[config.mk]
export PLATFORM = sky130hd
export DESIGN_NAME = aging_priority_task_scheduler_unit
export DESIGN_NICKNAME = d
export VERILOG_FILES = /design/src/rtl/core/apts_pkg.sv /design/src/rtl/core/aging_priority_task_scheduler_unit.sv /design/src/rtl/core/apts_ctrl.sv /design/src/rtl/core/apts_dp.sv
export SDC_FILE = /design/constraint.sdc
export NUM_CORES = 2
export LEC_CHECK = 0
export BUFFER_PORTS_ARGS = -buffer_cell sky130_fd_sc_hd__buf_2
export CORE_MARGIN = 1.5
export CORE_UTILIZATION = 51
export CTS_CLUSTER_SIZE = 12
export DETAILED_ROUTE_END_ITERATION = 8
export PLACE_DENSITY = 0.63
export RECOVER_POWER = 25
export SLEW_MARGIN = 25
export SYNTH_ARGS = -nofsm -noshare
export SYNTH_HDL_FRONTEND = slang
export SYNTH_HIERARCHICAL = 1
export SYNTH_SLANG_ARGS = --single-unit
[constraint.sdc]
create_clock -name clk -period 10.5 [get_ports clk]
set_input_delay 0.525 -clock clk [delete_from_list [all_inputs] [get_ports clk]]
set_output_delay 0.525 -clock clk [all_outputs]
set_load 0.01 [all_outputs]
[src/rtl/core/apts_pkg.sv]
// Shared constants, codes and controller/datapath interface types for the task scheduler.
`timescale 1ns / 1ps
package apts_pkg;

	localparam int TASKS   = 16;
	localparam int SLOT_W  = $clog2(TASKS);
	localparam int CNT_W   = $clog2(TASKS + 1);
	localparam int TID_W   = 4;
	localparam int PRIO_W  = 8;
	localparam int SCORE_W = PRIO_W + 1;
	localparam int TIME_W  = 32;
	localparam int OP_W    = 3;
	localparam int ST_W    = 2;
	localparam int MODE_W  = 3;

	localparam logic [PRIO_W-1:0] AGE_MAX = 8'd255;

	typedef logic [OP_W-1:0]   opcode_t;
	typedef logic [ST_W-1:0]   status_t;
	typedef logic [MODE_W-1:0] mode_t;

	localparam opcode_t OP_ADD    = 3'd0;
	localparam opcode_t OP_YIELD  = 3'd1;
	localparam opcode_t OP_SLEEP  = 3'd2;
	localparam opcode_t OP_MUTE   = 3'd3;
	localparam opcode_t OP_REMOVE = 3'd4;
	localparam opcode_t OP_RUN    = 3'd5;

	localparam status_t ST_DONE    = 2'd0;
	localparam status_t ST_IGNORED = 2'd1;
	localparam status_t ST_QUEUED  = 2'd2;
	localparam status_t ST_FULL    = 2'd3;

	localparam mode_t MODE_IDLE  = 3'd0;
	localparam mode_t MODE_READY = 3'd1;
	localparam mode_t MODE_SLEEP = 3'd2;
	localparam mode_t MODE_RUN   = 3'd3;
	localparam mode_t MODE_MUTE  = 3'd4;

	typedef struct packed {
		logic load;
		logic exec;
		logic idx_clr;
		logic idx_inc;
		logic slp_move;
		logic rdy_drop;
		logic scan;
		logic grant;
		logic rem_fin;
		logic out_load;
		logic list_last;
		logic task_by_id;
	} cmd_t;

	typedef struct packed {
		opcode_t op;
		logic    tid_ok;
		logic    slp_end;
		logic    slp_hit;
		logic    rdy_end;
		logic    rdy_hit;
		logic    can_grant;
	} sts_t;

endpackage

[src/rtl/core/aging_priority_task_scheduler_unit.sv]
// Top level of the aging priority task scheduler: controller, datapath and checks.
// Add, yield, sleep, mute and ignored items are executed once and go straight to the result.
// Remove walks the sleeper list and then the ready list to drop the task; run moves due sleepers
// to the ready list, then scans it and grants the best task if none is running and one is ready.
// One item is in work at a time; the next one is accepted the cycle after the result loads.
// Asynchronous reset empties both lists, sets every task idle and drops the running task.
`timescale 1ns / 1ps
module aging_priority_task_scheduler_unit (
	input  logic                          clk,
	input  logic                          arst_n,
	input  logic                          in_valid,
	output logic                          in_stall,
	input  logic [apts_pkg::OP_W-1:0]     opcode,
	input  logic [apts_pkg::TID_W-1:0]    task_id,
	input  logic [apts_pkg::PRIO_W-1:0]   priority_req,
	input  logic [apts_pkg::TIME_W-1:0]   sleep_ms,
	input  logic [apts_pkg::TIME_W-1:0]   now_ms,
	output logic                          out_valid,
	input  logic                          out_stall,
	output logic                          grant_valid,
	output logic [apts_pkg::TID_W-1:0]    grant_task,
	output logic [apts_pkg::ST_W-1:0]     status
);
	import apts_pkg::*;

	cmd_t cmd;
	sts_t sts;

	apts_ctrl u_ctrl (
		.clk       (clk),
		.arst_n    (arst_n),
		.in_valid  (in_valid),
		.in_stall  (in_stall),
		.out_valid (out_valid),
		.out_stall (out_stall),
		.sts       (sts),
		.cmd       (cmd)
	);

	apts_dp u_dp (
		.clk          (clk),
		.arst_n       (arst_n),
		.cmd          (cmd),
		.sts          (sts),
		.opcode       (opcode),
		.task_id      (task_id),
		.priority_req (priority_req),
		.sleep_ms     (sleep_ms),
		.now_ms       (now_ms),
		.grant_valid  (grant_valid),
		.grant_task   (grant_task),
		.status       (status)
	);

	a_busy_after_accept: assert property (@(posedge clk) disable iff (!arst_n)
		in_valid && !in_stall |=> in_stall)
		else $error("item accepted while previous item still in work");

	a_grant_is_done: assert property (@(posedge clk) disable iff (!arst_n)
		out_valid && grant_valid |-> status == ST_DONE)
		else $error("grant reported with a non-done status");

	a_single_update: assert property (@(posedge clk) disable iff (!arst_n)
		$onehot0({cmd.exec, cmd.slp_move, cmd.rdy_drop, cmd.scan, cmd.grant, cmd.rem_fin}))
		else $error("more than one table update in one cycle");

	a_load_when_ready: assert property (@(posedge clk) disable iff (!arst_n)
		cmd.out_load |=> out_valid)
		else $error("result load did not raise out_valid");

endmodule

[src/rtl/core/apts_ctrl.sv]
// Sequencing state machine for the task scheduler.
`timescale 1ns / 1ps
module apts_ctrl (
	input  logic          clk,
	input  logic          arst_n,
	input  logic          in_valid,
	output logic          in_stall,
	output logic          out_valid,
	input  logic          out_stall,
	input  apts_pkg::sts_t sts,
	output apts_pkg::cmd_t cmd
);
	import apts_pkg::*;

	typedef enum logic [9:0] {
		S_IDLE     = 10'b00_0000_0001,
		S_EXEC     = 10'b00_0000_0010,
		S_SLP_CHK  = 10'b00_0000_0100,
		S_SLP_MOV  = 10'b00_0000_1000,
		S_RDY_FIND = 10'b00_0001_0000,
		S_RDY_DROP = 10'b00_0010_0000,
		S_REM_FIN  = 10'b00_0100_0000,
		S_SCAN     = 10'b00_1000_0000,
		S_GRANT    = 10'b01_0000_0000,
		S_DONE     = 10'b10_0000_0000
	} state_t;

	state_t state_q, state_d;
	logic   out_valid_q;
	logic   out_free;

	assign out_free  = !out_valid_q || !out_stall;
	assign in_stall  = (state_q != S_IDLE);
	assign out_valid = out_valid_q;

	always_comb begin
		state_d = state_q;
		cmd     = '0;
		case (state_q)
			S_IDLE: begin
				if (in_valid) begin
					cmd.load = 1'b1;
					state_d  = S_EXEC;
				end
			end
			S_EXEC: begin
				cmd.exec       = 1'b1;
				cmd.task_by_id = 1'b1;
				cmd.idx_clr    = 1'b1;
				if ((sts.op == OP_REMOVE && sts.tid_ok) || sts.op == OP_RUN) begin
					state_d = S_SLP_CHK;
				end else begin
					state_d = S_DONE;
				end
			end
			S_SLP_CHK: begin
				if (sts.slp_end) begin
					cmd.idx_clr = 1'b1;
					if (sts.op == OP_REMOVE) begin
						state_d = S_RDY_FIND;
					end else if (sts.can_grant) begin
						state_d = S_SCAN;
					end else begin
						state_d = S_DONE;
					end
				end else if (sts.slp_hit) begin
					state_d = S_SLP_MOV;
				end else begin
					cmd.idx_inc = 1'b1;
				end
			end
			S_SLP_MOV: begin
				cmd.list_last = 1'b1;
				cmd.slp_move  = 1'b1;
				state_d       = S_SLP_CHK;
			end
			S_RDY_FIND: begin
				if (sts.rdy_end) begin
					state_d = S_REM_FIN;
				end else if (sts.rdy_hit) begin
					state_d = S_RDY_DROP;
				end else begin
					cmd.idx_inc = 1'b1;
				end
			end
			S_RDY_DROP: begin
				cmd.list_last = 1'b1;
				cmd.rdy_drop  = 1'b1;
				state_d       = S_REM_FIN;
			end
			S_REM_FIN: begin
				cmd.rem_fin = 1'b1;
				state_d     = S_DONE;
			end
			S_SCAN: begin
				if (sts.rdy_end) begin
					state_d = S_GRANT;
				end else begin
					cmd.scan    = 1'b1;
					cmd.idx_inc = 1'b1;
				end
			end
			S_GRANT: begin
				cmd.list_last = 1'b1;
				cmd.grant     = 1'b1;
				state_d       = S_DONE;
			end
			S_DONE: begin
				if (out_free) begin
					cmd.out_load = 1'b1;
					state_d      = S_IDLE;
				end
			end
			default: begin
				state_d = S_IDLE;
			end
		endcase
	end

	always_ff @(posedge clk or negedge arst_n) begin
		if (!arst_n) begin
			state_q     <= S_IDLE;
			out_valid_q <= 1'b0;
		end else begin
			state_q <= state_d;
			if (cmd.out_load) begin
				out_valid_q <= 1'b1;
			end else if (!out_stall) begin
				out_valid_q <= 1'b0;
			end
		end
	end

endmodule

[src/rtl/core/apts_dp.sv]
// Task tables, ready and sleeper lists, scan unit and result registers of the task scheduler.
`timescale 1ns / 1ps
module apts_dp (
	input  logic                          clk,
	input  logic                          arst_n,
	input  apts_pkg::cmd_t                cmd,
	output apts_pkg::sts_t                sts,
	input  logic [apts_pkg::OP_W-1:0]     opcode,
	input  logic [apts_pkg::TID_W-1:0]    task_id,
	input  logic [apts_pkg::PRIO_W-1:0]   priority_req,
	input  logic [apts_pkg::TIME_W-1:0]   sleep_ms,
	input  logic [apts_pkg::TIME_W-1:0]   now_ms,
	output logic                          grant_valid,
	output logic [apts_pkg::TID_W-1:0]    grant_task,
	output logic [apts_pkg::ST_W-1:0]     status
);
	import apts_pkg::*;

	opcode_t             op_q;
	logic [TID_W-1:0]    tid_q;
	logic [PRIO_W-1:0]   preq_q;
	logic [TIME_W-1:0]   ms_q;
	logic [TIME_W-1:0]   now_q;

	logic [TID_W-1:0]    rdy_q       [TASKS];
	logic [TID_W-1:0]    slp_task_q  [TASKS];
	logic [TIME_W-1:0]   slp_wake_q  [TASKS];
	mode_t               mode_q      [TASKS];
	logic [PRIO_W-1:0]   prio_q      [TASKS];
	logic [PRIO_W-1:0]   age_q       [TASKS];
	logic [CNT_W-1:0]    rdy_cnt_q;
	logic [CNT_W-1:0]    slp_cnt_q;
	logic                run_valid_q;
	logic [TID_W-1:0]    run_task_q;

	logic [CNT_W-1:0]    idx_q;
	logic [TID_W-1:0]    hit_task_q;
	logic [SCORE_W-1:0]  best_score_q;
	logic [SLOT_W-1:0]   best_idx_q;
	logic [TID_W-1:0]    best_task_q;

	logic                res_gv_q;
	logic [TID_W-1:0]    res_gt_q;
	status_t             res_st_q;

	logic [CNT_W-1:0]    rdy_dec;
	logic [CNT_W-1:0]    slp_dec;
	logic [SLOT_W-1:0]   idx_slot;
	logic [SLOT_W-1:0]   rdy_addr;
	logic [SLOT_W-1:0]   slp_addr;
	logic [SLOT_W-1:0]   rdy_tail;
	logic [SLOT_W-1:0]   slp_tail;
	logic [SLOT_W-1:0]   task_addr;
	logic [SLOT_W-1:0]   tid_slot;
	logic [SLOT_W-1:0]   run_slot;
	logic [SLOT_W-1:0]   hit_slot;
	logic [SLOT_W-1:0]   best_slot;
	logic [TID_W-1:0]    rdy_rd;
	logic [TID_W-1:0]    slp_task_rd;
	logic [TIME_W-1:0]   slp_wake_rd;
	logic [TIME_W-1:0]   wake_diff;
	logic [TIME_W-1:0]   wake_time;
	mode_t               mode_rd;
	logic [PRIO_W-1:0]   age_rd;
	logic [SCORE_W-1:0]  score;
	logic                tid_ok;
	logic                rdy_room;
	logic                slp_room;
	logic                wake_push;
	logic                add_do;
	logic                yield_do;
	logic                sleep_do;
	logic                mute_do;
	status_t             ex_st;

	assign rdy_dec   = rdy_cnt_q - CNT_W'(1);
	assign slp_dec   = slp_cnt_q - CNT_W'(1);
	assign idx_slot  = idx_q[SLOT_W-1:0];
	assign rdy_tail  = rdy_cnt_q[SLOT_W-1:0];
	assign slp_tail  = slp_cnt_q[SLOT_W-1:0];
	assign rdy_addr  = cmd.list_last ? rdy_dec[SLOT_W-1:0] : idx_slot;
	assign slp_addr  = cmd.list_last ? slp_dec[SLOT_W-1:0] : idx_slot;
	assign rdy_rd    = rdy_q[rdy_addr];
	assign slp_task_rd = slp_task_q[slp_addr];
	assign slp_wake_rd = slp_wake_q[slp_addr];
	assign tid_slot  = SLOT_W'(tid_q);
	assign run_slot  = SLOT_W'(run_task_q);
	assign hit_slot  = SLOT_W'(hit_task_q);
	assign best_slot = SLOT_W'(best_task_q);
	assign task_addr = cmd.task_by_id ? tid_slot : SLOT_W'(rdy_rd);
	assign mode_rd   = mode_q[task_addr];
	assign age_rd    = age_q[task_addr];
	assign score     = {1'b0, prio_q[task_addr]} + {1'b0, age_rd};
	assign tid_ok    = 32'(tid_q) < TASKS;
	assign rdy_room  = rdy_cnt_q < CNT_W'(TASKS);
	assign slp_room  = slp_cnt_q < CNT_W'(TASKS);
	assign wake_diff = now_q - slp_wake_rd;
	assign wake_time = now_q + ms_q;
	assign wake_push = cmd.slp_move && (op_q == OP_RUN);

	assign sts.op        = op_q;
	assign sts.tid_ok    = tid_ok;
	assign sts.slp_end   = idx_q >= slp_cnt_q;
	assign sts.slp_hit   = (op_q == OP_REMOVE) ? (slp_task_rd == tid_q)
	                                           : (!wake_diff[TIME_W-1] && rdy_room);
	assign sts.rdy_end   = idx_q >= rdy_cnt_q;
	assign sts.rdy_hit   = rdy_rd == tid_q;
	assign sts.can_grant = !run_valid_q && (rdy_cnt_q != '0);

	always_comb begin
		ex_st    = ST_DONE;
		add_do   = 1'b0;
		yield_do = 1'b0;
		sleep_do = 1'b0;
		mute_do  = 1'b0;
		case (op_q)
			OP_ADD: begin
				if (!tid_ok) ex_st = ST_IGNORED;
				else if (mode_rd != MODE_IDLE) ex_st = ST_QUEUED;
				else if (!rdy_room) ex_st = ST_FULL;
				else add_do = cmd.exec;
			end
			OP_YIELD: begin
				if (!run_valid_q) ex_st = ST_IGNORED;
				else if (!rdy_room) ex_st = ST_FULL;
				else yield_do = cmd.exec;
			end
			OP_SLEEP: begin
				if (!run_valid_q) ex_st = ST_IGNORED;
				else if (!slp_room) ex_st = ST_FULL;
				else sleep_do = cmd.exec;
			end
			OP_MUTE: begin
				if (!run_valid_q) ex_st = ST_IGNORED;
				else mute_do = cmd.exec;
			end
			OP_REMOVE: begin
				if (!tid_ok) ex_st = ST_IGNORED;
			end
			OP_RUN: begin
				ex_st = ST_DONE;
			end
			default: begin
				ex_st = ST_IGNORED;
			end
		endcase
	end

	always_ff @(posedge clk) begin
		if (cmd.load) begin
			op_q   <= opcode;
			tid_q  <= task_id;
			preq_q <= priority_req;
			ms_q   <= sleep_ms;
			now_q  <= now_ms;
		end
		hit_task_q <= slp_task_rd;
		if (cmd.scan && (idx_q == '0 || score > best_score_q)) begin
			best_score_q <= score;
			best_idx_q   <= idx_slot;
			best_task_q  <= rdy_rd;
		end
		if (add_do) begin
			rdy_q[rdy_tail] <= tid_q;
		end else if (yield_do) begin
			rdy_q[rdy_tail] <= run_task_q;
		end else if (wake_push) begin
			rdy_q[rdy_tail] <= hit_task_q;
		end else if (cmd.rdy_drop) begin
			rdy_q[idx_slot] <= rdy_rd;
		end else if (cmd.grant) begin
			rdy_q[best_idx_q] <= rdy_rd;
		end
		if (sleep_do) begin
			slp_task_q[slp_tail] <= run_task_q;
			slp_wake_q[slp_tail] <= wake_time;
		end else if (cmd.slp_move) begin
			slp_task_q[idx_slot] <= slp_task_rd;
			slp_wake_q[idx_slot] <= slp_wake_rd;
		end
		if (cmd.exec) begin
			res_gv_q <= 1'b0;
			res_gt_q <= '0;
			res_st_q <= ex_st;
		end else if (cmd.grant) begin
			res_gv_q <= 1'b1;
			res_gt_q <= best_task_q;
		end
		if (cmd.out_load) begin
			grant_valid <= res_gv_q;
			grant_task  <= res_gt_q;
			status      <= res_st_q;
		end
	end

	always_ff @(posedge clk or negedge arst_n) begin
		if (!arst_n) begin
			rdy_cnt_q   <= '0;
			slp_cnt_q   <= '0;
			run_valid_q <= 1'b0;
			run_task_q  <= '0;
			idx_q       <= '0;
			for (int i = 0; i < TASKS; i++) begin
				mode_q[i] <= MODE_IDLE;
				prio_q[i] <= '0;
				age_q[i]  <= '0;
			end
		end else begin
			if (cmd.idx_clr) begin
				idx_q <= '0;
			end else if (cmd.idx_inc) begin
				idx_q <= idx_q + CNT_W'(1);
			end
			if (add_do || yield_do || wake_push) begin
				rdy_cnt_q <= rdy_cnt_q + CNT_W'(1);
			end else if (cmd.rdy_drop || cmd.grant) begin
				rdy_cnt_q <= rdy_dec;
			end
			if (sleep_do) begin
				slp_cnt_q <= slp_cnt_q + CNT_W'(1);
			end else if (cmd.slp_move) begin
				slp_cnt_q <= slp_dec;
			end
			if (add_do) begin
				mode_q[tid_slot] <= MODE_READY;
				prio_q[tid_slot] <= preq_q;
				age_q[tid_slot]  <= '0;
			end else if (yield_do) begin
				mode_q[run_slot] <= MODE_READY;
				run_valid_q      <= 1'b0;
			end else if (sleep_do) begin
				mode_q[run_slot] <= MODE_SLEEP;
				run_valid_q      <= 1'b0;
			end else if (mute_do) begin
				mode_q[run_slot] <= MODE_MUTE;
				run_valid_q      <= 1'b0;
			end else if (wake_push) begin
				mode_q[hit_slot] <= MODE_READY;
			end else if (cmd.scan) begin
				if (age_rd != AGE_MAX) begin
					age_q[task_addr] <= age_rd + PRIO_W'(1);
				end
			end else if (cmd.grant) begin
				mode_q[best_slot] <= MODE_RUN;
				age_q[best_slot]  <= '0;
				run_valid_q       <= 1'b1;
				run_task_q        <= best_task_q;
			end else if (cmd.rem_fin) begin
				mode_q[tid_slot] <= MODE_IDLE;
				prio_q[tid_slot] <= '0;
				age_q[tid_slot]  <= '0;
				if (run_task_q == tid_q) begin
					run_valid_q <= 1'b0;
				end
			end
		end
	end

endmodule
==> results.toml <==
[clock_tree]
ctsResizeCount = 0
cts-root-buf = "clkbuf_16"
cts_sinks = 1089
htree_levels = 3
cts_made_buffers = 114
cts_setup_buffers = 0
clk_path_buf_depth = 3
cts_tree = "yes"
clk_latency_ns = 0.72
clkTransAtPathRegs_ns = 0.06

[placed_design]
gp_congestion = 0.951
placed_cells = 5003
portBuffers = 91
pre_cts_ws_ns = 1.79
hpwl_um = 86800

[detailed_routing]
dr.first_iter.drc_count = 3711
vias = 34400
wl_um = 142000
viasPerCell = 6.52
drc = 0
routedWlPerCell_um = 26.9
first_pass_iters = 6
drtAntennaViolNets = 0

[pwr]
clkPwrFrac_pct = 34.0
p_switching_uw = 3330
ir_drop_mv = 0.152
p_leak_uw = 0.0211
netSwitchingFraction_pct = 28.6
p_comb_share_pct = 19.4
cellPowerDensity_nw_per_um2 = 201
intPower_uw = 8300
pwr-share-seq_pct = 46.6

[setup_path]
worst-path-stages = 27
cpPeakStageDelay_ns = 0.81
critPathBufInv = 2
path_delay_family = "compound AO/OA/AOI/OAI gates"
worst_ep_arrival_time_ns = 9.27
worstSetupStartpointType = "register"
cp_common_cell = "a21oi_1"
crit_path_top_delay_cell = "o21a_1"
worstSetupPathType = "register to register"
reg2reg_depth = 27
critPathRequiredTime_ns = 10.81
end_kind = "register"
worstPathMaxFanout = 35

[synthesis]
yosysTopAreaCell = "edfxtp_1"
synth_top_cells_by_count = "edfxtp_1, dfrtp_1, nor2_1"
synth_top_family_by_area = "compound AO/OA/AOI/OAI gates"
synthMuxAreaShare_pct = 11.2
syn_nets = 3958
synthArstFlopShare_pct = 30.8
netlist_area_sq_um = 51600
synth_area_leaders = "edfxtp_1, dfrtp_1, mux4_2, a32o_1, o2bb2ai_1"
yosysMostFrequentCell = "edfxtp_1"
synth_adder_area_share_pct = 2.40
synth_warnings = 6
seq_area_frac_synth_pct = 59.9
ys_ff_latch = 1089
synth_cell_types = 101
ys.flop_type = "edfxtp_1"
synth_compound_area_share_pct = 14.8
synth-simple-area-share_pct = 7.61
synth_edf_count = 745
synth_xor_area_share_pct = 1.22
synth.top_cell.area_share_pct = 43.3
avgSynthCellArea_sq_um = 13.7
synthCells = 3777

[flow_run]
max_cap_violations = 8

[cells_and_area]
multi_input_area_sq_um = 19500
seq_area_sq_um = 30900
antenna_cells = 0
fillers = 7909
nets = 4075
layout-drive-gt1-share_pct = 16.6
fin_cells = 5281
syn_to_final_growth_pct = 12.2

[floorplan]
rows = 116
num_io_pins = 92
core_sq_um = 100000
dieArea_sq_um = 103000
start_util_pct = 51.5
die_h_um = 321
die_x_um = 321

[global_route]
grt_pass1_vias = 34300
grt_pass1_wl_um = 215000
track_usage_pct = 27.6
grt_max_degree = 87
antenna_found_initial = 1
grt_overflow = 0

[run_status]
status = "finished with violations"
violations = "capacitance limit, slew limit"

[timing]
period_minus_slack_ns = 8.96
relSlewSlack_pct = -168
worst_pin_slew_ns = 4.02
setup_tns_ns = 0
hold_slack_ns = 0.0534
finalCritPeriodShare_pct = 85.4
hold_viol = 0
slew_viol_final = 462
rsz0062_at_grt = "false"
fin_ws_ns = 1.54
finClkSkew_ns = 0.0379
finalSetupViolations = 0
fmax_mhz = 112

[worst_hold_path]
min_path_type = "input pin to register"
whs_path_depth = 3
per-stage QoR:
step / util (%) / total power [uW] / instance area [sq um]
finish: 57.8 / 11600 / 57900
global route: 57.8 / 12100 / 57900
CTS: 57.8 / 11600 / 57900
detailed placement: 53.5 / 7680 / 53500
global placement: 53.5 / 7660 / 53500
floorplan: - / 6950 / 51600
cells by family after synthesis:
| kind of cell | after synthesis |
|---|---|
| AOI/OAI and AO/OA | 1032 |
| xor gates and xnor gates | 71 |
| adders and majority gates | 98 |
| buffers and inverters | 320 |
| DFF | 1089 |
| muxes | 356 |
| other | 1 |
| and+or+nand+nor | 810 |
metal layers:
metal,vias to the layer above,global-route usage (%),wire (um)
li1,15100,-,-
met1,17500,38.4,59800
met2,1453,44.5,67300
met3,323,4.11,10200
met4,0,9.61,4890
met5,-,0,0
placed cells by master, fill, tap and decap left out, types with 58 or more instances in the layout:
cell type / n
a21oi_1: 174
a32o_1: 135
buf_2: 72
buf_4: 81
clkbuf_1: 71
clkbuf_16: 116
dfrtp_1: 334
dlygate4sd3_1: 73
edfxtp_1: 745
ha_1: 96
inv_1: 58
mux2_2: 69
mux2i_1: 107
mux4_2: 169
nand2_1: 231
nand2b_1: 58
nor2_1: 215
nor3_1: 60
o21ai_0: 221
o2bb2ai_1: 142
power groups by stage:
stage | Combinational [uW] | Clock, uW | Sequential, uW
2_1_floorplan | 1520 | 0 | 5440
3_3_place_gp | 2180 | 0 | 5490
3_5_place_dp | 2200 | 0 | 5480
4_1_cts | 2220 | 4020 | 5400
5_1_grt | 2480 | 4180 | 5430
6_report | 2250 | 3950 | 5420
tightest hold or removal path, cell delays in order:
cell     delay, ns
buf_2         0.08
nand2_1       0.06
nand2_1       0.05
sequential cells by signal, summed over array words and instances (netlist names), 5 cells and up:
signal	count
u_dp/rdy_q	64
u_dp/preq_q	8
u_dp/slp_cnt_q	5
u_dp/idx_q	5
u_dp/age_q	128
u_dp/rdy_cnt_q	5
u_dp/best_score_q	9
u_dp/slp_task_q	64
u_ctrl/state_q	10
u_dp/now_q	32
u_dp/prio_q	128
u_dp/mode_q	48
u_dp/slp_wake_q	512
u_dp/ms_q	32
area by class of cell:
class,instances,share of cell area (%)
flip-flops and latches,1089,53.4
multi-input cells,2368,33.7
clock buffers,163,5.39
repair buffers,263,3.41
well taps,1298,2.80
clock inverters,42,0.879
inverters,58,0.376
repair_timing:
action | 4_1_cts | 5_1_grt
endpoints found under the setup margin | 0 | 0
hold endpoints to repair | 127 | 0
hold buffers | 73 | 0
worst paths after layout:
check / slack, ns / endpoint / start
hold reg to reg: 0.42 / u_dp/status[1]$_DFFE_PP_ / u_dp/res_st_q[1]$_SDFFCE_PN0P_
setup / recovery: 1.54 / u_dp/best_slot[1]$_DFFE_PP_ / u_ctrl/state_q[4]$_DFFE_PN0P_
hold / removal: 0.05 / u_ctrl/out_valid$_DFFE_PN0P_ / out_stall
min in group asynchronous: 1.56 / u_ctrl/out_valid$_DFFE_PN0P_ / arst_n
max in group asynchronous: 3.77 / u_dp/age_q[55]$_DFFE_PN0P_ / arst_n
setup reg to reg: 1.54 / u_dp/best_slot[1]$_DFFE_PP_ / u_ctrl/state_q[4]$_DFFE_PN0P_
Note: power is estimated with default switching activity, not from simulation.
